[config.mk]
export PLATFORM = sky130hd
export DESIGN_NAME = ycc_to_rgb_pixel_converter
export DESIGN_NICKNAME = d
export VERILOG_FILES = /design/src/rtl/ycc_pkg.sv /design/src/rtl/ycc_products.sv /design/src/rtl/ycc_offsets.sv /design/src/rtl/ycc_output.sv /design/src/rtl/ycc_to_rgb_pixel_converter.sv
export SDC_FILE = /design/constraint.sdc
export NUM_CORES = 1
export LEC_CHECK = 0
export ABC_AREA = 1
export BUFFER_PORTS_ARGS = -buffer_cell sky130_fd_sc_hd__buf_2
export CELL_PAD_IN_SITES_DETAIL_PLACEMENT = 2
export CELL_PAD_IN_SITES_GLOBAL_PLACEMENT = 2
export CORE_MARGIN = 2
export CORE_UTILIZATION = 40
export DETAILED_ROUTE_END_ITERATION = 10
export PLACE_DENSITY = 0.77
export SLEW_MARGIN = 20
export SYNTH_ARGS = -nofsm -noshare
export SYNTH_HDL_FRONTEND = slang
export SYNTH_SLANG_ARGS = --single-unit
[constraint.sdc]
create_clock -name clk -period 5.6 [get_ports clk]
set_clock_uncertainty 0.1 [all_clocks]
set_input_delay 1.4 -clock clk [delete_from_list [all_inputs] [get_ports clk]]
set_output_delay 1.4 -clock clk [all_outputs]
set_load 0.05 [all_outputs]
[src/rtl/ycc_pkg.sv]
// ----------------------------------------------------------------------------
// ycc_pkg
// Shared types and constants of the YCbCr to RGB pixel converter.
// ----------------------------------------------------------------------------
package ycc_pkg;

	localparam int FRAC_BITS = 16;
	localparam int PROD_W    = 26;
	localparam int OFF_W     = 9;
	localparam int SUM_W     = 10;

	localparam logic [1:0] MODE_GRAY = 2'd0;
	localparam logic [1:0] MODE_RGB  = 2'd1;
	localparam logic [1:0] MODE_YCC  = 2'd2;

	localparam logic signed [17:0] K_CR_R = 18'sd91881;
	localparam logic signed [17:0] K_CB_B = 18'sd116130;
	localparam logic signed [17:0] K_CR_G = 18'sd46802;
	localparam logic signed [17:0] K_CB_G = 18'sd22553;
	localparam logic signed [PROD_W-1:0] HALF_ONE = PROD_W'(32768);
	localparam logic signed [8:0] CHROMA_BIAS = 9'sd128;

	typedef struct packed {
		logic [7:0] luma_or_first;
		logic [7:0] cb_or_second;
		logic [7:0] cr_or_third;
	} pix_t;

	typedef struct packed {
		logic [7:0] red;
		logic [7:0] green;
		logic [7:0] blue;
	} rgb_t;

	typedef struct packed {
		logic [1:0] mode;
		pix_t       pix;
	} in_stage_t;

	typedef struct packed {
		logic [1:0]               mode;
		pix_t                     pix;
		logic signed [PROD_W-1:0] p_r;
		logic signed [PROD_W-1:0] p_gb;
		logic signed [PROD_W-1:0] p_gr;
		logic signed [PROD_W-1:0] p_b;
	} prod_stage_t;

	typedef struct packed {
		logic [1:0]              mode;
		pix_t                    pix;
		logic signed [OFF_W-1:0] o_r;
		logic signed [OFF_W-1:0] o_g;
		logic signed [OFF_W-1:0] o_b;
	} offs_stage_t;

endpackage

[src/rtl/ycc_products.sv]
// ----------------------------------------------------------------------------
// ycc_products
// Second pipeline stage: removes the chroma bias and forms the four
// coefficient products.
// ----------------------------------------------------------------------------
module ycc_products import ycc_pkg::*; (
	input  logic        clk,
	input  logic        en,
	input  in_stage_t   d,
	output prod_stage_t q_s2
);

	logic signed [8:0] cb;
	logic signed [8:0] cr;

	assign cb = $signed({1'b0, d.pix.cb_or_second}) - CHROMA_BIAS;
	assign cr = $signed({1'b0, d.pix.cr_or_third}) - CHROMA_BIAS;

	always_ff @(posedge clk) begin
		if (en) begin
			q_s2.mode <= d.mode;
			q_s2.pix  <= d.pix;
			q_s2.p_r  <= PROD_W'(cr) * PROD_W'(K_CR_R);
			q_s2.p_gb <= PROD_W'(cb) * PROD_W'(K_CB_G);
			q_s2.p_gr <= PROD_W'(cr) * PROD_W'(K_CR_G);
			q_s2.p_b  <= PROD_W'(cb) * PROD_W'(K_CB_B);
		end
	end

endmodule

[src/rtl/ycc_offsets.sv]
// ----------------------------------------------------------------------------
// ycc_offsets
// Third pipeline stage: rounds the products and takes the floor of the
// division by 2^16 to get the per-channel offsets.
// ----------------------------------------------------------------------------
module ycc_offsets import ycc_pkg::*; (
	input  logic        clk,
	input  logic        en,
	input  prod_stage_t d,
	output offs_stage_t q_s3
);

	logic signed [PROD_W-1:0] sum_r;
	logic signed [PROD_W-1:0] sum_g;
	logic signed [PROD_W-1:0] sum_b;

	assign sum_r = d.p_r + HALF_ONE;
	assign sum_g = HALF_ONE - d.p_gb - d.p_gr;
	assign sum_b = d.p_b + HALF_ONE;

	// The sums stay well inside 25 bits, so the bits above the fraction are
	// the floored quotient.
	always_ff @(posedge clk) begin
		if (en) begin
			q_s3.mode <= d.mode;
			q_s3.pix  <= d.pix;
			q_s3.o_r  <= sum_r[FRAC_BITS+OFF_W-1:FRAC_BITS];
			q_s3.o_g  <= sum_g[FRAC_BITS+OFF_W-1:FRAC_BITS];
			q_s3.o_b  <= sum_b[FRAC_BITS+OFF_W-1:FRAC_BITS];
		end
	end

endmodule

[src/rtl/ycc_output.sv]
// ----------------------------------------------------------------------------
// ycc_output
// Last pipeline stage: adds luma, clamps to 0..255 and selects the channels
// for the pixel's color mode.
// ----------------------------------------------------------------------------
module ycc_output import ycc_pkg::*; (
	input  logic        clk,
	input  logic        en,
	input  offs_stage_t d,
	output rgb_t        q_s4
);

	logic signed [SUM_W-1:0] luma;
	logic signed [SUM_W-1:0] sum_r;
	logic signed [SUM_W-1:0] sum_g;
	logic signed [SUM_W-1:0] sum_b;
	rgb_t                    conv;
	rgb_t                    sel;

	function automatic logic [7:0] clamp8(input logic signed [SUM_W-1:0] v);
		logic [7:0] r;
		if (v < 0) begin
			r = 8'd0;
		end else if (v > SUM_W'(255)) begin
			r = 8'd255;
		end else begin
			r = v[7:0];
		end
		return r;
	endfunction

	assign luma  = $signed({{(SUM_W-8){1'b0}}, d.pix.luma_or_first});
	assign sum_r = luma + SUM_W'(d.o_r);
	assign sum_g = luma + SUM_W'(d.o_g);
	assign sum_b = luma + SUM_W'(d.o_b);

	assign conv.red   = clamp8(sum_r);
	assign conv.green = clamp8(sum_g);
	assign conv.blue  = clamp8(sum_b);

	always_comb begin
		case (d.mode)
			MODE_GRAY: begin
				sel.red   = d.pix.luma_or_first;
				sel.green = d.pix.luma_or_first;
				sel.blue  = d.pix.luma_or_first;
			end
			MODE_RGB: begin
				sel.red   = d.pix.luma_or_first;
				sel.green = d.pix.cb_or_second;
				sel.blue  = d.pix.cr_or_third;
			end
			default: begin
				sel = conv;
			end
		endcase
	end

	always_ff @(posedge clk) begin
		if (en) begin
			q_s4 <= sel;
		end
	end

endmodule

[src/rtl/ycc_to_rgb_pixel_converter.sv]
// ----------------------------------------------------------------------------
// ycc_to_rgb_pixel_converter
// Converts one pixel of three 8-bit samples to RGB in gray, RGB passthrough
// or YCbCr mode, with 18-bit fixed-point coefficients of 16 fraction bits.
//
// The input word arrives on pix with pix_valid/pix_ready, and the RGB word
// leaves on rgb with rgb_valid/rgb_ready. Both channels accept a word at a
// clock edge where valid and ready are both high.
// The pipeline has four register stages: input capture, coefficient
// products, rounding and descale, then luma add, clamp and mode select.
// An accepted word is offered on rgb from the last stage, and one
// word is accepted every cycle while the receiver takes words.
// The color mode is written with cfg_we and cfg_wdata and travels with each
// word, so it should only change while the pipeline is empty.
// Reset clears all stage valid bits and sets the mode to YCbCr conversion.
// When the receiver stalls, the stages close up their empty slots and then
// hold; pix_ready goes low only when all four stages hold words.
// ----------------------------------------------------------------------------
module ycc_to_rgb_pixel_converter import ycc_pkg::*; (
	input  logic       clk,
	input  logic       arst_n,
	input  logic       pix_valid,
	output logic       pix_ready,
	input  pix_t       pix,
	output logic       rgb_valid,
	input  logic       rgb_ready,
	output rgb_t       rgb,
	input  logic       cfg_we,
	input  logic [1:0] cfg_wdata
);

	logic [1:0]  mode_q;
	logic        v_s1;
	logic        v_s2;
	logic        v_s3;
	logic        v_s4;
	logic        adv1;
	logic        adv2;
	logic        adv3;
	logic        adv4;
	in_stage_t   st_s1;
	prod_stage_t st_s2;
	offs_stage_t st_s3;

	assign adv4      = !v_s4 || rgb_ready;
	assign adv3      = !v_s3 || adv4;
	assign adv2      = !v_s2 || adv3;
	assign adv1      = !v_s1 || adv2;
	assign pix_ready = adv1;
	assign rgb_valid = v_s4;

	always_ff @(posedge clk or negedge arst_n) begin
		if (!arst_n) begin
			mode_q <= MODE_YCC;
			v_s1   <= 1'b0;
			v_s2   <= 1'b0;
			v_s3   <= 1'b0;
			v_s4   <= 1'b0;
		end else begin
			if (cfg_we) begin
				mode_q <= cfg_wdata;
			end
			if (adv1) begin
				v_s1 <= pix_valid;
			end
			if (adv2) begin
				v_s2 <= v_s1;
			end
			if (adv3) begin
				v_s3 <= v_s2;
			end
			if (adv4) begin
				v_s4 <= v_s3;
			end
		end
	end

	always_ff @(posedge clk) begin
		if (adv1) begin
			st_s1.mode <= mode_q;
			st_s1.pix  <= pix;
		end
	end

	ycc_products u_products (
		.clk  (clk),
		.en   (adv2),
		.d    (st_s1),
		.q_s2 (st_s2)
	);

	ycc_offsets u_offsets (
		.clk  (clk),
		.en   (adv3),
		.d    (st_s2),
		.q_s3 (st_s3)
	);

	ycc_output u_output (
		.clk  (clk),
		.en   (adv4),
		.d    (st_s3),
		.q_s4 (rgb)
	);

	a_full_stall_blocks_input: assert property (@(posedge clk) disable iff (!arst_n)
		(v_s1 && v_s2 && v_s3 && v_s4 && !rgb_ready) |-> !pix_ready)
		else $error("Input accepted while the pipeline is full and stalled.");

	a_accept_enters_s1: assert property (@(posedge clk) disable iff (!arst_n)
		(pix_valid && pix_ready) |=> v_s1)
		else $error("Accepted word did not reach the first stage.");

	a_stall_holds_s3: assert property (@(posedge clk) disable iff (!arst_n)
		(v_s3 && v_s4 && !rgb_ready) |=> v_s3)
		else $error("Third stage word lost during an output stall.");

	a_empty_pipe_ready: assert property (@(posedge clk) disable iff (!arst_n)
		(!v_s1 || !v_s2 || !v_s3 || !v_s4 || rgb_ready) |-> pix_ready)
		else $error("Input stalled although a stage slot is free.");

endmodule
After elaboration in Yosys (flattened, before gate mapping):

Cells that the tools add are included.

* register bits: 233
* bits of input ports: 31
* logic and storage cells: 63
* output and inout bits: 26

* add/subtract/negate cells: 9
* equality and inequality tests: 1
* reduce and logical (&&, ||, !) cells: 9
* magnitude comparators: 6
* mux-type cells: 7
* multiply operators: 4

Operator list (number)
* $add 25x17->25 const B: 2
* $mux 8: 6
* $pmux 24 s2: 1
* $add 9x9->10: 3
* $gt 10x9->1 const B: 3
* $lt 10x1->1 const B: 3
* $mul 9x16->25 const B: 1
* $mul 9x18->25 const B: 1
* $sub 17x25->25 const A: 1
* $sub 25x25->25: 1
* $mul 9x16->24 const B: 1
* $mul 9x17->24 const B: 1
* $sub 8x8->9 const B: 2
* $logic_not 1->1: 4
* $logic_or 1x1->1: 4
* $eq 2x1->1 const B: 1
* $logic_not 2->1: 1

Depth between registers and ports, before layout:

* word-level depth: 5
* mapped depth: 23
* depth with buffers taken out: 23

Modules after synthesis:

A second synthesis with hierarchy kept.

* cells, all modules: 2281
* area, all modules: 20144.3 sq um

Modules (own cells, without submodules)
* ycc_products: cells an instance 1401, area each 12771.0 sq um, instances 1, seq. area each 3303.2 sq um
* ycc_offsets: cells an instance 413, area each 3631.0 sq um, instances 1, seq. area each 1591.5 sq um
* ycc_output: cells an instance 416, area each 2722.6 sq um, instances 1, seq. area each 720.7 sq um
* ycc_to_rgb_pixel_converter: cells an instance 51, area each 1019.7 sq um, instances 1, seq. area each 932.1 sq um

Worst setup path after synthesis:

OpenSTA, ideal clock, no wires.

* kind: in2out
* from: in rgb_ready
* to: out pix_ready
* buffers on the path: 0
* data required time: 4.100 ns
* cell stages on the path: 6
* arrival time: 4.234 ns
* slack: -0.134 ns
* cell sequence: nor2_1 inv_1 nor2_1 inv_1 nor2_1 nand2_1

* word-level cells in the longest chain between the ends: 4

RTL lines
* from (decl): line ycc_to_rgb_pixel_converter.sv:26 `input logic rgb_ready,`
* $logic_or 1x1->1: line ycc_to_rgb_pixel_converter.sv:45 `assign adv4 = !v_s4 || rgb_ready;`
* named net adv4: line ycc_to_rgb_pixel_converter.sv:40 `logic adv4;`
* $logic_or 1x1->1: line ycc_to_rgb_pixel_converter.sv:46 `assign adv3 = !v_s3 || adv4;`
* named net adv3: line ycc_to_rgb_pixel_converter.sv:39 `logic adv3;`
* $logic_or 1x1->1: line ycc_to_rgb_pixel_converter.sv:47 `assign adv2 = !v_s2 || adv3;`
* $logic_or 1x1->1: line ycc_to_rgb_pixel_converter.sv:48 `assign adv1 = !v_s1 || adv2;`
* to (decl): line ycc_to_rgb_pixel_converter.sv:23 `output logic pix_ready,`

The timed path passes the listed nets, and every way through them passes these cells.

Worst setup path in the final report:

* from: reg st_s1[15] (netlist name)
* to: reg u_products.q_s2[22] (netlist name), data pin

* word-level cells in the longest chain between the ends: 2

RTL lines
* from (decl): line ycc_to_rgb_pixel_converter.sv:41 `in_stage_t st_s1;`
* $sub 8x8->9: line ycc_products.sv:16 `assign cb = $signed({1'b0, d.pix.cb_or_second}) - CHROMA_BIAS;`
* $mul 9x17->24: line ycc_products.sv:26 `q_s2.p_b <= PROD_W'(cb) * PROD_W'(K_CB_B);`
* to (decl): line ycc_products.sv:10 `output prod_stage_t q_s2`

No other way between the ends.
A chain may end at the register's enable or synchronous reset.

==> impl_summary.md <==
Drt
The starting DRC count in detailed routing is 517. The total DRC errors in the routed layout is 0. Once detail routing completed, the nets flagged for antenna violations numbered 0.

After detailed routing, the average wire length per cell comes to 21.6 µm. For this run, the detailed router's first-pass iteration total came to 4. The routed via count is 14,200. The overall routed net length is 58,300 µm. The routed via count divided by cell count is 5.24.

STA
The routed design could run at a clock period as short as 5.03 ns. The setup total negative slack is 0 ns. The worst path uses 89.9% of the clock period. At the pin with the least slew margin, the transition time is 0.890 ns. Setup repair after global routing left no endpoint under its margin. The number of hold violations in the final report was 0. Setup violations remaining at the end of the flow were counted as 0.

The worst slew margin relative to its limit is 40.7%. The highest clock rate is 199 MHz. The number of pins exceeding their max-slew limit in the final report is 0.

Floorplan
The area enclosed by the die boundary is 0.0480 mm². The height of the die is 219 µm. The floorplan die width is 219 µm. During I/O placement, the number of pins put on the boundary was 57. The floorplan step defined a core boundary enclosing 0.0455 mm². The standard-cell row count is 78. For this configuration, the core starts out at a cell density of 40.7%.

Layout
Relative to the synthesized area, the layout overhead comes to 9.34%. The total number of nets in the final design is 2,549. Cells with a size suffix above 1 make up 7.80% of the layout. The repair_antennas step left the layout with diodes totalling 0.

Clocking
Clock tree synthesis selected as its root buffer the cell sky130_fd_sc_hd__clkbuf_16. The count of hold-fix buffers inserted at cts is 0. Clock latency on the worst-skew pair, taken at its later pin, is 0.49 ns. The longest clock path from root to sink contains 2 buffers. The number of buffers added for setup after CTS is 0. The number of gates resized after CTS was 0.

The clock net sink count is 198. The maximum level of the CTS H-tree is 4. After clock tree synthesis, the clock-pin slew on the worst setup and hold paths is 0.09 ns. TritonCTS created 17 clock buffers. The CTS tree is built.

Yosys
Yosys mapped a number of flops with a built-in enable equal to 192. Counting flops with an async set or reset pin after synthesis yields a share of 3.03%. Counting flops and latches in the post-synthesis netlist gives 198. In this run, distinct cell masters in the synthesized netlist total 45. The total standard cell area after synthesis is 0.0185 mm². Counting every instance in the synthesized netlist gives 2,007. The number of nets in the synthesized netlist is 2,466. Counting instances in the post-synthesis netlist gives the leading cell types as sky130_fd_sc_hd__nand2_1, sky130_fd_sc_hd__inv_1, sky130_fd_sc_hd__ha_1. The most numerous cell in the Yosys netlist is sky130_fd_sc_hd__nand2_1. The commonest register cell after synthesis is sky130_fd_sc_hd__edfxtp_1. The largest total area in the synthesized netlist belongs to sky130_fd_sc_hd__edfxtp_1. For this run, the register share of the synthesized area comes to 32.0%. Of the post-synthesis cell area, the dominant cell type holds 31.2%. The warning count from the yosys run is 0. Ranked by total cell area, the synthesized netlist is headed by sky130_fd_sc_hd__edfxtp_1, sky130_fd_sc_hd__ha_1, sky130_fd_sc_hd__fa_1, sky130_fd_sc_hd__nand2_1, sky130_fd_sc_hd__inv_1.

Dividing the synthesized area by the synthesized cell count gives 9.21 µm².

Global routing
The number of global-route vias before repair is 16,300. The sum of overflow across all layers after global routing is 0. The maximum number of pins on one net before global-route repair is 55.

The number of antenna violations at the first check in global routing came to 1. The first global-routing pass estimated 92,000 µm of wire. In the global route stage, overall resource usage came out at 25.5%.

Job
The max-capacitance violation count is 0.

Placed design
The count of buffers from port buffering is 56. The routability congestion estimate is 0.849. After legalization and detailed placement, the total HPWL measured 48,900 µm.

Setup path
The critical setup path kind is flop to flop. The largest fanout on the critical path is 16. The arrival time at the worst endpoint is 5.17 ns. The startpoint kind of the worst setup timing path is a flop. STA classifies the critical path endpoint as a flop.

Data on the critical path is required at its endpoint by 5.73 ns.

Outcome
The run finished with clean final reports.

Min path
The class of the most critical hold timing path is flop to flop.
-- critical path, cell delays in order (launching register included) --
cell	delay, ns
sky130_fd_sc_hd__edfxtp_1	0.36
sky130_fd_sc_hd__buf_4	0.23
sky130_fd_sc_hd__inv_1	0.61
sky130_fd_sc_hd__ha_1	0.39
sky130_fd_sc_hd__inv_1	0.19
sky130_fd_sc_hd__ha_1	0.27
sky130_fd_sc_hd__inv_1	0.08
sky130_fd_sc_hd__fa_1	0.43
sky130_fd_sc_hd__fa_1	0.56
sky130_fd_sc_hd__inv_1	0.04
sky130_fd_sc_hd__ha_1	0.31
sky130_fd_sc_hd__ha_1	0.35
sky130_fd_sc_hd__nand2_1	0.08
sky130_fd_sc_hd__inv_1	0.04
sky130_fd_sc_hd__nand2_1	0.06
sky130_fd_sc_hd__nand2_1	0.12
sky130_fd_sc_hd__nand2_1	0.12
sky130_fd_sc_hd__nand2_1	0.10
sky130_fd_sc_hd__nand2_1	0.12
sky130_fd_sc_hd__nand2_1	0.06
sky130_fd_sc_hd__nand2_1	0.06
sky130_fd_sc_hd__nand2_1	0.07
-- placed cells by master (no fill, tap or decap), drive strengths merged, types with 50 or more instances in the layout --
master,instances
xor2,50
nand3,129
buf,69
fa,106
o21ai,57
ha,322
inv,368
a21oi,104
nand2,430
edfxtp,192
nor2,103
-- registers in the layout (all words and copies together) (netlist names) --
register,count
u_products.q_s2,89
v_s1,1
v_s2,1
u_offsets.q_s3,53
rgb_valid,1
st_s1,26
mode_q,2
u_output.q_s4,24
v_s3,1
-- per-stage QoR --
step	utilization, %	hold slack (ns)	setup WS (ns)	cells	cell area [µm²]
after floorplan	-	0.300	0.179	2007	18500
after global placement	43.1	0.305	0.743	2671	19600
after detailed placement	43.1	0.305	0.501	2671	19600
after CTS	44.5	0.322	0.488	2703	20200
after global routing	44.5	0.337	0.295	2703	20200
final	44.5	0.318	0.566	2703	20200
-- layer usage --
layer / wire length (µm) / vias up / GRT usage, %
li1: - / 6796 / -
met1: 25700 / 7096 / 31.3
met2: 29400 / 192 / 45.8
met3: 1710 / 82 / 4.34
met4: 1380 / 0 / 6.98
met5: 0 / - / 0
-- final timing paths --
path	start	end	slack, ns	cells after the start
min in group asynchronous	arst_n	v_s1	0.63	1
max	st_s1[15]	u_products.q_s2[22]	0.57	21
max reg2reg	st_s1[15]	u_products.q_s2[22]	0.57	21
min	st_s1[18]	u_products.q_s2[122]	0.32	0
max in group asynchronous	arst_n	mode_q[1]	4.54	1
min reg2reg	st_s1[18]	u_products.q_s2[122]	0.32	0
-- kinds of logic (layout without fill, tap and decap cells) --
family	after synthesis	in the layout	synth area share, %
simple gates	735	735	17.3
fa+ha+maj	428	428	33.3
buf+inv	369	465	7.53
compound gates	204	204	6.39
flops	198	198	32.0
xor+xnor	71	71	3.36
mux	2	2	0.122
-- cell type report --
class                           count  area (µm²)
Clock inverter                     14         175
Multi-Input combinational cell   1440       11200
Sequential cell                   198        5920
Inverter                          364        1370
Tap cell                          600         751
Timing Repair Buffer               69         390
Clock buffer                       18         429
Fill cell                        5015       25300
Power is not shown: default switching activity piles up to over one toggle a cycle in this logic, so the estimate is an artifact.
